## config.mk

```make
export PLATFORM = sky130hd
export DESIGN_NAME = noise_lfsr_channel_clock_top
export DESIGN_NICKNAME = d
export VERILOG_FILES = /design/src/rtl/nlc_pkg.sv /design/src/rtl/noise_lfsr_channel_clock_top.sv /design/src/rtl/nlc_front.sv /design/src/rtl/nlc_queue.sv /design/src/rtl/nlc_back.sv
export SDC_FILE = /design/constraint.sdc
export NUM_CORES = 1
export LEC_CHECK = 0
export ABC_AREA = 1
export BUFFER_PORTS_ARGS = -buffer_cell sky130_fd_sc_hd__buf_4
export CAP_MARGIN = 20
export CORE_MARGIN = 2
export CORE_UTILIZATION = 39
export DETAILED_ROUTE_END_ITERATION = 10
export GPL_ROUTABILITY_DRIVEN = 0
export PLACE_DENSITY = 0.59
export SKIP_CTS_REPAIR_TIMING = 1
export SLEW_MARGIN = 20
export SYNTH_ARGS = -nofsm -noshare
export SYNTH_HDL_FRONTEND = slang
export SYNTH_SLANG_ARGS = --single-unit
```

## constraint.sdc

```tcl
create_clock -name clk -period 2.8 [get_ports clk]
set_input_delay 0.14 -clock clk [delete_from_list [all_inputs] [get_ports clk]]
set_output_delay 0.14 -clock clk [all_outputs]
set_load 0.005 [all_outputs]
```

## src/rtl/nlc_pkg.sv

```systemverilog
`default_nettype none

package nlc_pkg;

    // Field widths
    localparam int TICK_WIDTH = 8;
    localparam int CTL_W      = 8;
    localparam int WORD_W     = 16;
    localparam int DONE_W     = 5;
    localparam int LEVEL_W    = 2;
    localparam int CD_W       = 24;

    // Work queue between front and back
    localparam int QUEUE_DEPTH = 2;
    localparam int QPTR_W      = $clog2(QUEUE_DEPTH);
    localparam int QCNT_W      = $clog2(QUEUE_DEPTH + 1);

    // Control register layout
    localparam int NARROW_BIT = 3;
    localparam int CODE_LSB   = 0;
    localparam int CODE_MSB   = 2;
    localparam int SHIFT_LSB  = 4;
    localparam int SHIFT_MSB  = 7;

    // Shift register taps
    localparam int TAP_NARROW = 1;
    localparam int TAP_WIDE   = 7;
    localparam int FB_NARROW  = 7;
    localparam int FB_WIDE    = 15;

    localparam logic [WORD_W-1:0]         LFSR_ONES = '1;
    localparam logic [DONE_W-1:0]         DONE_MAX  = '1;
    localparam logic signed [LEVEL_W-1:0] LEVEL_NEG  = -2'sd1;
    localparam logic signed [LEVEL_W-1:0] LEVEL_POS  = 2'sd1;
    localparam logic signed [LEVEL_W-1:0] LEVEL_ZERO = 2'sd0;
    localparam logic [LEVEL_W-1:0]        LEVEL_BAD  = 2'b10;

    typedef enum logic
    {
        CMD_ADVANCE = 1'b0,
        CMD_TRIGGER = 1'b1
    } cmd_t;

    typedef enum logic
    {
        ST_IDLE  = 1'b0,
        ST_CLOCK = 1'b1
    } st_t;

    typedef struct packed
    {
        logic                  action;
        logic [TICK_WIDTH-1:0] ticks;
    } item_t;

    typedef struct packed
    {
        logic signed [LEVEL_W-1:0] level;
        logic [WORD_W-1:0]         shift_word;
        logic [DONE_W-1:0]         shifts_done;
    } result_t;

    typedef struct packed
    {
        cmd_t                  cmd;
        logic [TICK_WIDTH-1:0] ticks;
    } q_entry_t;

    typedef struct packed
    {
        logic              fb;
        logic [WORD_W-1:0] word;
    } lfsr_res_t;

    // Timer period: divisor shifted left by shift + 1
    function automatic logic [CD_W-1:0] period_of(input logic [CTL_W-1:0] ctl);
        logic [2:0] code;
        logic [7:0] div;
        logic [4:0] sh;
        code = ctl[CODE_MSB:CODE_LSB];
        div  = (code == 3'd0) ? 8'd8 : {1'b0, code, 4'b0000};
        sh   = {1'b0, ctl[SHIFT_MSB:SHIFT_LSB]} + 5'd1;
        return CD_W'(div) << sh;
    endfunction

    // One register clock: xor bit 0 with the tap, shift right, write feedback
    function automatic lfsr_res_t lfsr_step(input logic [WORD_W-1:0] s,
                                            input logic narrow);
        lfsr_res_t r;
        logic      x;
        x      = s[0] ^ (narrow ? s[TAP_NARROW] : s[TAP_WIDE]);
        r.word = s >> 1;
        if (narrow)
        begin
            r.word[FB_NARROW] = x;
        end
        else
        begin
            r.word[FB_WIDE] = x;
        end
        r.fb = x;
        return r;
    endfunction

endpackage

`default_nettype wire

```

## src/rtl/noise_lfsr_channel_clock_top.sv

```systemverilog
// Path: a beat is registered in the front holding stage, then in the two-entry queue;
// the back end registers a trigger's result directly, and for an advance beat subtracts
// the ticks and clocks the shift register once a cycle until the countdown is positive.
// The queue decouples the back end from the input; beats are taken while it has room.
// Reset (rst_n, asynchronous): register all ones, countdown zero, level zero,
// control zero, queue empty.
`default_nettype none

module noise_lfsr_channel_clock_top
    import nlc_pkg::*;
(
    input  wire logic             clk,
    input  wire logic             rst_n,
    input  wire logic             cfg_write,
    input  wire logic [CTL_W-1:0] cfg_data,
    input  wire logic             item_valid,
    output logic                  item_stall,
    input  wire item_t            item,
    output logic                  result_valid,
    input  wire logic             result_stall,
    output result_t               result
);

    logic     push_valid;
    logic     push_ready;
    q_entry_t push_entry;
    logic     head_valid;
    q_entry_t head;
    logic     pop;

    nlc_front u_front
    (
        .clk        (clk),
        .rst_n      (rst_n),
        .item_valid (item_valid),
        .item_stall (item_stall),
        .item       (item),
        .push_valid (push_valid),
        .push_ready (push_ready),
        .push_entry (push_entry)
    );

    nlc_queue u_queue
    (
        .clk        (clk),
        .rst_n      (rst_n),
        .push_valid (push_valid),
        .push_ready (push_ready),
        .push_entry (push_entry),
        .head_valid (head_valid),
        .pop        (pop),
        .head       (head)
    );

    nlc_back u_back
    (
        .clk          (clk),
        .rst_n        (rst_n),
        .cfg_write    (cfg_write),
        .cfg_data     (cfg_data),
        .head_valid   (head_valid),
        .head         (head),
        .pop          (pop),
        .result_valid (result_valid),
        .result_stall (result_stall),
        .result       (result)
    );

endmodule

`default_nettype wire

```

## src/rtl/nlc_front.sv

```systemverilog
`default_nettype none

module nlc_front
    import nlc_pkg::*;
(
    input  wire logic     clk,
    input  wire logic     rst_n,
    input  wire logic     item_valid,
    output logic          item_stall,
    input  wire item_t    item,
    output logic          push_valid,
    input  wire logic     push_ready,
    output q_entry_t      push_entry
);

    logic     valid_reg;
    logic     valid_next;
    q_entry_t entry_reg;
    q_entry_t entry_next;
    logic     accept;

    // Take a beat when the holding stage is empty or draining
    assign item_stall = valid_reg && !push_ready;
    assign accept     = item_valid && !item_stall;

    // Classify the beat into a command
    always_comb
    begin
        entry_next = entry_reg;
        valid_next = valid_reg;
        if (accept)
        begin
            valid_next = 1'b1;
            if (item.action)
            begin
                entry_next.cmd   = CMD_TRIGGER;
                entry_next.ticks = '0;
            end
            else
            begin
                entry_next.cmd   = CMD_ADVANCE;
                entry_next.ticks = item.ticks;
            end
        end
        else if (push_ready)
        begin
            valid_next = 1'b0;
        end
    end

    always_ff @(posedge clk or negedge rst_n)
    begin
        if (!rst_n)
        begin
            valid_reg <= 1'b0;
        end
        else
        begin
            valid_reg <= valid_next;
        end
    end

    always_ff @(posedge clk)
    begin
        entry_reg <= entry_next;
    end

    assign push_valid = valid_reg;
    assign push_entry = entry_reg;

endmodule

`default_nettype wire

```

## src/rtl/nlc_queue.sv

```systemverilog
`default_nettype none

module nlc_queue
    import nlc_pkg::*;
(
    input  wire logic     clk,
    input  wire logic     rst_n,
    input  wire logic     push_valid,
    output logic          push_ready,
    input  wire q_entry_t push_entry,
    output logic          head_valid,
    input  wire logic     pop,
    output q_entry_t      head
);

    q_entry_t          entries_reg [QUEUE_DEPTH];
    logic [QPTR_W-1:0] wr_ptr_reg;
    logic [QPTR_W-1:0] rd_ptr_reg;
    logic [QCNT_W-1:0] count_reg;
    logic [QPTR_W-1:0] wr_ptr_next;
    logic [QPTR_W-1:0] rd_ptr_next;
    logic [QCNT_W-1:0] count_next;
    logic              do_push;
    logic              do_pop;

    assign push_ready = (count_reg != QCNT_W'(QUEUE_DEPTH));
    assign head_valid = (count_reg != '0);
    assign head       = entries_reg[rd_ptr_reg];
    assign do_push    = push_valid && push_ready;
    assign do_pop     = pop && head_valid;

    // Advance pointers and occupancy
    always_comb
    begin
        wr_ptr_next = wr_ptr_reg;
        rd_ptr_next = rd_ptr_reg;
        count_next  = count_reg;
        if (do_push)
        begin
            wr_ptr_next = wr_ptr_reg + 1'b1;
        end
        if (do_pop)
        begin
            rd_ptr_next = rd_ptr_reg + 1'b1;
        end
        if (do_push && !do_pop)
        begin
            count_next = count_reg + 1'b1;
        end
        else if (!do_push && do_pop)
        begin
            count_next = count_reg - 1'b1;
        end
    end

    always_ff @(posedge clk or negedge rst_n)
    begin
        if (!rst_n)
        begin
            wr_ptr_reg <= '0;
            rd_ptr_reg <= '0;
            count_reg  <= '0;
        end
        else
        begin
            wr_ptr_reg <= wr_ptr_next;
            rd_ptr_reg <= rd_ptr_next;
            count_reg  <= count_next;
        end
    end

    // Store the pushed entry
    always_ff @(posedge clk)
    begin
        if (do_push)
        begin
            entries_reg[wr_ptr_reg] <= push_entry;
        end
    end

endmodule

`default_nettype wire

```

## src/rtl/nlc_back.sv

```systemverilog
`default_nettype none

module nlc_back
    import nlc_pkg::*;
(
    input  wire logic             clk,
    input  wire logic             rst_n,
    input  wire logic             cfg_write,
    input  wire logic [CTL_W-1:0] cfg_data,
    input  wire logic             head_valid,
    input  wire q_entry_t         head,
    output logic                  pop,
    output logic                  result_valid,
    input  wire logic             result_stall,
    output result_t               result
);

    st_t                       state_reg;
    st_t                       state_next;
    logic [CTL_W-1:0]          ctl_reg;
    logic [CD_W-1:0]           period_reg;
    logic signed [CD_W-1:0]    cd_reg;
    logic signed [CD_W-1:0]    cd_next;
    logic [WORD_W-1:0]         shift_reg;
    logic [WORD_W-1:0]         shift_next;
    logic signed [LEVEL_W-1:0] level_reg;
    logic signed [LEVEL_W-1:0] level_next;
    logic [DONE_W-1:0]         done_reg;
    logic [DONE_W-1:0]         done_next;
    logic                      out_valid_reg;
    logic                      out_valid_next;
    result_t                   out_reg;
    result_t                   out_next;
    logic signed [CD_W-1:0]    cd_sub;
    logic signed [CD_W-1:0]    cd_add;
    logic                      out_free;
    logic                      emit;
    lfsr_res_t                 step;

    // Countdown arithmetic for both paths
    assign cd_sub   = cd_reg - $signed(CD_W'(head.ticks));
    assign cd_add   = cd_reg + $signed(period_reg);
    assign step     = lfsr_step(shift_reg, ctl_reg[NARROW_BIT]);
    assign out_free = !out_valid_reg || !result_stall;

    // Sequence one command: load, subtract, then one register clock a cycle
    always_comb
    begin
        state_next = state_reg;
        cd_next    = cd_reg;
        shift_next = shift_reg;
        level_next = level_reg;
        done_next  = done_reg;
        emit       = 1'b0;
        pop        = 1'b0;
        case (state_reg)
            ST_IDLE:
            begin
                if (head_valid && out_free)
                begin
                    pop       = 1'b1;
                    done_next = '0;
                    if (head.cmd == CMD_TRIGGER)
                    begin
                        shift_next = LFSR_ONES;
                        cd_next    = $signed(period_reg);
                        emit       = 1'b1;
                    end
                    else
                    begin
                        cd_next = cd_sub;
                        if (!cd_sub[CD_W-1] && (cd_sub != '0))
                        begin
                            emit = 1'b1;
                        end
                        else
                        begin
                            state_next = ST_CLOCK;
                        end
                    end
                end
            end
            ST_CLOCK:
            begin
                cd_next    = cd_add;
                shift_next = step.word;
                level_next = step.fb ? LEVEL_NEG : LEVEL_POS;
                done_next  = (done_reg == DONE_MAX) ? done_reg : done_reg + 1'b1;
                if (!cd_add[CD_W-1] && (cd_add != '0))
                begin
                    emit       = 1'b1;
                    state_next = ST_IDLE;
                end
            end
            default:
            begin
                state_next = ST_IDLE;
            end
        endcase
    end

    // Load the result register; drop it once taken
    always_comb
    begin
        out_next       = out_reg;
        out_valid_next = out_valid_reg;
        if (emit)
        begin
            out_valid_next       = 1'b1;
            out_next.level       = level_next;
            out_next.shift_word  = shift_next;
            out_next.shifts_done = done_next;
        end
        else if (!result_stall)
        begin
            out_valid_next = 1'b0;
        end
    end

    always_ff @(posedge clk or negedge rst_n)
    begin
        if (!rst_n)
        begin
            state_reg     <= ST_IDLE;
            ctl_reg       <= '0;
            period_reg    <= '0;
            cd_reg        <= '0;
            shift_reg     <= LFSR_ONES;
            level_reg     <= LEVEL_ZERO;
            done_reg      <= '0;
            out_valid_reg <= 1'b0;
        end
        else
        begin
            state_reg     <= state_next;
            period_reg    <= period_of(ctl_reg);
            cd_reg        <= cd_next;
            shift_reg     <= shift_next;
            level_reg     <= level_next;
            done_reg      <= done_next;
            out_valid_reg <= out_valid_next;
            if (cfg_write)
            begin
                ctl_reg <= cfg_data;
            end
        end
    end

    always_ff @(posedge clk)
    begin
        out_reg <= out_next;
    end

    assign result_valid = out_valid_reg;
    assign result       = out_reg;

endmodule

`default_nettype wire

```

==> run_results.csv, run 1 <==
group,metric,value,unit
layout,n_antenna_cell,0,
run,cap_violations,0,
synth,synth_top_family_by_area,"simple AND/OR/NAND/NOR gates",
global_routing,grt-ovfl-total,0,
worst_setup_path,r2r-start,"u_queue.rd_ptr_reg$_DFFE_PN0P_",
layout,nets,1172,
routing,ant_nets,0,
clocking,htreeDepth,4,
routing,drt_pass1_iterations,5,
synth,syn_area,0.007676,sq mm
synth,ys_ff_latch,133,
sta,final-hold-violation-count,0,
synth,syn_area_per_cell,7.857,sq um
sta,slew_violations,0,
routing,finalWirelength,20.92,mm
floorplanning,die_area,0.02082,sq mm
worst_setup_path,crit_required,2.98,ns
worst_setup_path,r2r_end,"u_back.result[6]$_DFFE_PP_",
synth,synthesis.nets,1033,
layout,final_cells,1394,
sta,fmax,335.7,MHz
power,power_leakage,4.681,nW
clocking,numCtsBuffers,17,
min_path,holdCritStartpoint,"item[2]",
sta,finalSetupViolCount,25,
power,irDropWorstVdd,528.0,uV
sta,worst_pin_slew,0.7350,ns
layout,area_growth,27.87,%
worst_setup_path,arrival,3.16,ns
global_routing,antenna_found_initial,0,
synth,synth_edf_count,50,
routing,vias_per_cell,5.007,
floorplanning,die_y,144.3,microns
power,netSwitchingFraction,0.4416,
worst_setup_path,crit_fanout,6,
sta,fin_crit_sh,1.064,
global_routing,grt_max_degree,78,
place,port_buffers,46,
run_status,status,"finished with violations",
global_routing,grt_pass1_wl,32.77,mm
worst_setup_path,cp_cell_sequence,"buf_4 -> buf_4 -> mux2i_4 -> ha_4 -> nand2_1 -> inv_1 -> a21oi_2 -> nand3_1 -> xor2_1 -> nand3_1 -> nor2_1 -> nand3_2 -> nand3_4 -> buf_12 -> nand2_8",
min_path,holdPathStages,3,
clocking,cts.sinks,133,
routing,detail_route.wl_per_cell,15.01,microns
sta,fin_ws,-0.1787,ns
min_path,min_path_type,"input port to register",
power,p_clk_frac,0.188,
routing,drc_errors,0,
worst_setup_path,reg2reg_slack,-0.18,ns
worst_setup_path,start_kind,"register",
floorplanning,fp-row-count,51,
synth,synth-simple-area-share,0.2802,
layout,drive_gt1_frac,0.2064,
run_status,violations,"setup timing",
routing,drt-initial-drc-count,619,
power,p_switching,0.004971,W
synth,seq_area_frac_synth,0.4688,
global_routing,grt_pass1_vias,6464,
layout,largest_register_ffs,24,
clocking,clkTransAtPathRegs,0.07,ns
layout,fillers,1865,
floorplanning,dieWidth,144.3,microns
sta,slew_headroom,0.5082,
sta,rsz0062_at_grt,"true",
synth,synth_xor_area_frac,0.01597,
layout,final_util,0.5060,
synth,ys.flop_type,"dfrtp_1",
clocking,clk-insertion-delay-late,0.42,ns
synth,synthAdderAreaFrac,0.05738,
floorplanning,ioPinCount,47,
worst_setup_path,path_buf_inv,4,
power,p_int,0.006287,W
synth,ys_types,37,
synth,synth_compound_area_frac,0.09650,
floorplanning,initial_core_util,0.3957,
clocking,cts_tree,"built",
synth,syn_inst,977,
synth,ys_async_sr_fraction,0.6241,
floorplanning,core_area,0.01940,sq mm
sta,period_needed,2.979,ns
min_path,hold_path_end,"u_front.push_entry[2]$_SDFFCE_PP0P_",
worst_setup_path,slowest_stage,"dfrtp_2",
synth,yosysWarnings,0,
synth,muxShareOfSynthArea,0.01059,
worst_setup_path,reg2reg_depth,15,
power,combPwrFrac,0.543,
worst_setup_path,path_class,"register to register",
place,hpwl,15.53,mm
power,cellPowerDensity,1147,mW/mm^2
worst_setup_path,path_delay_family,"simple AND/OR/NAND/NOR gates",
routing,vias,6980,
global_routing,grt.total_usage,0.2047,
power,seq_power_share,0.269,
clocking,root_buffer,"clkbuf_16",
place,dp_cells,1337,
worst_setup_path,cp-end-kind,"register",
worst_setup_path,slowest_delay,0.45,ns
sta,finClkSkew,0.01307,ns
clocking,clock_path_buffers,2,
synthesized netlist by cell type (2+ instances only):
library cell / number / area [sq um]
a21oi_1: 43 / 215.2
a21oi_2: 2 / 17.52
buf_2: 4 / 20.02
clkbuf_1: 15 / 56.30
dfrtp_1: 67 / 1677
dfstp_2: 16 / 420.4
edfxtp_1: 50 / 1501
fa_1: 2 / 40.04
ha_1: 32 / 400.4
inv_1: 115 / 431.7
inv_2: 9 / 33.78
mux2i_1: 7 / 70.07
nand2_1: 273 / 1025
nand2_2: 3 / 18.77
nand3_1: 69 / 345.3
nand3b_1: 10 / 75.07
nand4_1: 12 / 75.07
nor2_1: 135 / 506.7
nor2_2: 2 / 12.51
nor3_1: 9 / 45.04
o211ai_1: 12 / 90.09
o21ai_0: 46 / 230.2
o221ai_1: 12 / 105.1
o22ai_1: 5 / 31.28
o31ai_1: 3 / 22.52
xnor2_1: 2 / 17.52
xor2_1: 12 / 105.1
power by group through the flow:
stage | clock network (W) | logic [W] | registers, W
2_1_floorplan | 0 | 0.00334 | 0.00288
3_3_place_gp | 0 | 0.00539 | 0.00305
3_5_place_dp | 0 | 0.00541 | 0.00304
4_1_cts | 0.00216 | 0.00543 | 0.00301
5_1_grt | 0.00224 | 0.00681 | 0.00307
6_report | 0.00212 | 0.00611 | 0.00303
placed cells by master (no fill, tap or decap), drive strengths merged, types with 3 or more instances in the layout:
master	netlist	layout
nand2	276	279
nor2	137	137
inv	124	132
buf	4	125
nand3	69	69
dfrtp	67	67
edfxtp	50	50
o21ai	47	47
a21oi	45	45
ha	32	32
clkbuf	15	17
dfstp	16	16
nand4	13	13
o211ai	12	12
o221ai	12	12
xor2	12	12
dlygate4sd3	0	11
nand3b	10	10
nor3	10	10
mux2i	7	7
o22ai	5	5
clkinv	0	4
o31ai	3	3
clkinvlp	0	3
or2	3	3
worst max-delay path by stage:
| stage | startpoint | to | slack [ns] | cells after the start |
|---|---|---|---|---|
| final | u_queue.rd_ptr_reg$_DFFE_PN0P_ | u_back.result[6]$_DFFE_PP_ | -0.18 | 15 |
| after global routing | u_queue.rd_ptr_reg$_DFFE_PN0P_ | u_back.result[14]$_DFFE_PP_ | -0.40 | 19 |
| after CTS | u_queue.rd_ptr_reg$_DFFE_PN0P_ | u_back.result[11]$_DFFE_PP_ | -0.43 | 18 |
| after detailed placement | u_queue.rd_ptr_reg$_DFFE_PN0P_ | u_back.result[6]$_DFFE_PP_ | -0.42 | 18 |
| after global placement | u_queue.rd_ptr_reg$_DFFE_PN0P_ | u_back.result[6]$_DFFE_PP_ | -0.32 | 18 |
| after floorplan | u_queue.rd_ptr_reg$_DFFE_PN0P_ | u_back.result[0]$_DFFE_PP_ | 0.05 | 19 |
cell type report:
cell class              instances  area [sq um]  area share
multi-input cells             704          3755      0.3825
inverters                     124         465.4     0.04742
clock buffers                  17         425.4     0.04334
clock inverters                15         141.4     0.01440
well taps                     265         331.6     0.03378
repair buffers                136          1097      0.1118
flip-flops and latches        133          3600      0.3667
worst min-delay path: stages:
cell and delay [ns]:
buf_4 0.07, inv_1 0.03, nor2_1 0.07
layer usage:
layer / wire, microns / GRT usage / vias up
met2: 9385 / 0.3170 / 217
met5: 0 / 0 / -
li1: - / - / 3494
met3: 1183 / 0.03841 / 23
met1: 9984 / 0.2926 / 3246
met4: 366 / 0.06081 / 0
cell families (layout without fill, tap and decap cells):
kind of cell | count (synthesis) | count (layout)
AND/OR/NAND/NOR | 519 | 522
buffers and inverters | 143 | 292
flip-flops | 133 | 133
AO/OA/AOI/OAI | 126 | 126
adder cells (fa/ha/maj) | 34 | 34
XOR/XNOR | 14 | 14
multiplexers | 8 | 8
metrics by stage:
| stage | hold WS [ns] | cell area (sq um) | power (W) | setup WS, ns | TNS, ns |
|---|---|---|---|---|---|
| after floorplan | -0.1556 | 7686 | 0.006225 | 0.04913 | 0 |
| after global placement | 0.3452 | 8795 | 0.008444 | -0.3234 | -7.488 |
| after detailed placement | 0.3506 | 8795 | 0.008445 | -0.4162 | -9.710 |
| after CTS | -0.09135 | 9361 | 0.01060 | -0.4258 | -9.935 |
| after global routing | 0.003076 | 9816 | 0.01212 | -0.4034 | -9.555 |
| final | 0.00002556 | 9816 | 0.01126 | -0.1787 | -3.934 |
Power figures use the tool's default switching activity.
==> run 2: changes to the inputs <==
CORE_UTILIZATION = 34   (was 39)
PLACE_DENSITY = 0.53   (was 0.59)
==> run_results.csv, run 2 (same netlist as run 1, synthesis figures left out) <==
group,metric,value,unit
power,irDropWorstVdd,557.4,uV
layout,drive_gt1_frac,0.2336,
layout,fin_area,0.01005,sq mm
global_routing,grt_pass1_vias,6573,
sta,finalSetupViolCount,24,
power,combPwrFrac,0.551,
layout,layout_common_cells,"252 x nand2_1, 123 x nor2_1, 116 x buf_4",
routing,vias,6902,
min_path,min_path_type,"input port to register",
sta,final-hold-violation-count,2,
worst_setup_path,cp-end-kind,"register",
clocking,root_buffer,"clkbuf_16",
global_routing,grt_max_degree,84,
routing,drc_errors,0,
run,cap_violations,0,
worst_setup_path,arrival,3.09,ns
clocking,cts.sinks,133,
clocking,htreeDepth,4,
floorplanning,fp-row-count,54,
routing,finalWirelength,21.49,mm
sta,fmax,342.3,MHz
worst_setup_path,cp_cell_sequence,"buf_6 -> mux2i_1 -> buf_4 -> ha_4 -> nand2_1 -> buf_4 -> nor2_2 -> nand2_2 -> nand2_1 -> xor2_2 -> nand3_1 -> nor2_1 -> nand3_2 -> nand3_4 -> nand2_8",
global_routing,grt.total_usage,0.1814,
routing,drt-initial-drc-count,493,
place,place_area,0.008833,sq mm
routing,detail_route.wl_per_cell,15.28,microns
run_status,violations,"hold timing, setup timing",
sta,fin_ws,-0.1211,ns
global_routing,antenna_found_initial,0,
sta,period_needed,2.921,ns
floorplanning,ioPinCount,47,
worst_setup_path,start_kind,"register",
floorplanning,core_area,0.02196,sq mm
sta,fin_crit_sh,1.043,
worst_setup_path,slowest_stage,"dfrtp_2",
clocking,clkTransAtPathRegs,0.06,ns
worst_setup_path,path_class,"register to register",
worst_setup_path,crit_fanout,6,
routing,ant_nets,0,
place,port_buffers,46,
power,netSwitchingFraction,0.4427,
floorplanning,die_area,0.02379,sq mm
floorplanning,initial_core_util,0.3496,
worst_setup_path,crit_required,2.97,ns
power,p_int,0.006554,W
clocking,clk-insertion-delay-late,0.42,ns
layout,area_growth,30.92,%
run_status,status,"finished with violations",
place,hpwl,16.03,mm
power,cellPowerDensity,1170,mW/mm^2
routing,vias_per_cell,4.909,
routing,drt_pass1_iterations,5,
power,p_switching,0.005207,W
global_routing,grt-ovfl-total,0,
clocking,cts_tree,"built",
sta,slew_violations,0,
worst_setup_path,slowest_delay,0.45,ns
global_routing,grt_pass1_wl,34.22,mm
layout,nets,1169,
layout,n_antenna_cell,0,
layout,largest_register_ffs,24,
sta,rsz0062_at_grt,"true",
sta,worst_pin_slew,0.8651,ns
clocking,numCtsBuffers,17,
sta,finClkSkew,0.008683,ns
layout,final_cells,1406,
sta,slew_headroom,0.4211,
power,p_clk_frac,0.190,
place,dp_cells,1353,
floorplanning,dieWidth,154.3,microns
layout,final_common_cell,"nand2_1",
power,seq_power_share,0.259,
sta,whs,-0.002127,ns
clocking,clock_path_buffers,2,
floorplanning,die_y,154.3,microns
power,power_leakage,4.704,nW
run 2: power groups by stage:
stage,Sequential (W),Clock (W),Combinational [W]
floorplan,0.00288,0,0.00334
global placement,0.00302,0,0.00546
detailed placement,0.00302,0,0.00549
CTS,0.00298,0.00228,0.00551
global route,0.00310,0.00236,0.00721
finish,0.00305,0.00223,0.00648
run 2: layer usage:
| metal | GRT usage | up-vias | share of wire | wire, microns |
|---|---|---|---|---|
| met1 | 0.2698 | 3245 | 0.50 | 10680 |
| met2 | 0.2746 | 150 | 0.44 | 9475 |
| met4 | 0.04541 | 0 | 0.012 | 264 |
| met5 | 0 | - | 0 | 0 |
| li1 | - | 3492 | - | - |
| met3 | 0.03222 | 15 | 0.050 | 1071 |
run 2: path summary, 6_finish.rpt:
| check | slack (ns) | start | endpoint | depth (start not counted) |
|---|---|---|---|---|
| max | -0.12 | u_queue.rd_ptr_reg$_DFFE_PN0P_ | u_back.result[15]$_DFFE_PP_ | 15 |
| min | -0.002 | item[6] | u_front.push_entry[6]$_SDFFCE_PP0P_ | 3 |
| max reg2reg | -0.12 | u_queue.rd_ptr_reg$_DFFE_PN0P_ | u_back.result[15]$_DFFE_PP_ | 15 |
| min reg2reg | 0.45 | u_back.level_reg[0]$_DFF_PN0_ | u_back.level_reg[0]$_DFF_PN0_ | 1 |
| max in group asynchronous | 2.13 | rst_n | u_back.shift_reg[0]$_DFF_PN1_ | 3 |
| min in group asynchronous | 0.30 | rst_n | u_back.cd_reg[20]$_DFFE_PN0P_ | 3 |
run 2: metrics by stage:
stage	TNS, ns	hold slack, ns	worst slack [ns]	util	total power (W)
final	-2.750	-0.002127	-0.1211	0.4577	0.01176
after global routing	-6.662	0.006378	-0.2857	0.4577	0.01267
after CTS	-9.580	-0.2484	-0.4087	0.4290	0.01078
after detailed placement	-9.141	0.2087	-0.3913	0.4023	0.008506
after global placement	-7.553	0.2095	-0.3252	0.4023	0.008482
after floorplan	0	-0.1556	0.04913	-	0.006225
run 2: layout make-up:
type | count | area (sq um)
clock buffer | 17 | 425.4
clock inverter | 15 | 161.4
fill | 2141 | 11910
inverter | 124 | 465.4
multi-input combinational | 704 | 3990
sequential | 133 | 3600
tap | 280 | 350.3
timing repair buffer | 133 | 1057
run 2: worst max-delay path, delay by kind of cell, from the launching register on:
| kind | cells | cell delay [ns] |
|---|---|---|
| xor gates and xnor gates | 1 | 0.17 |
| muxes | 1 | 0.11 |
| buffers and inverters | 3 | 0.43 |
| DFF | 1 | 0.45 |
| and+or+nand+nor | 9 | 1.21 |
| adders and majority gates | 1 | 0.29 |
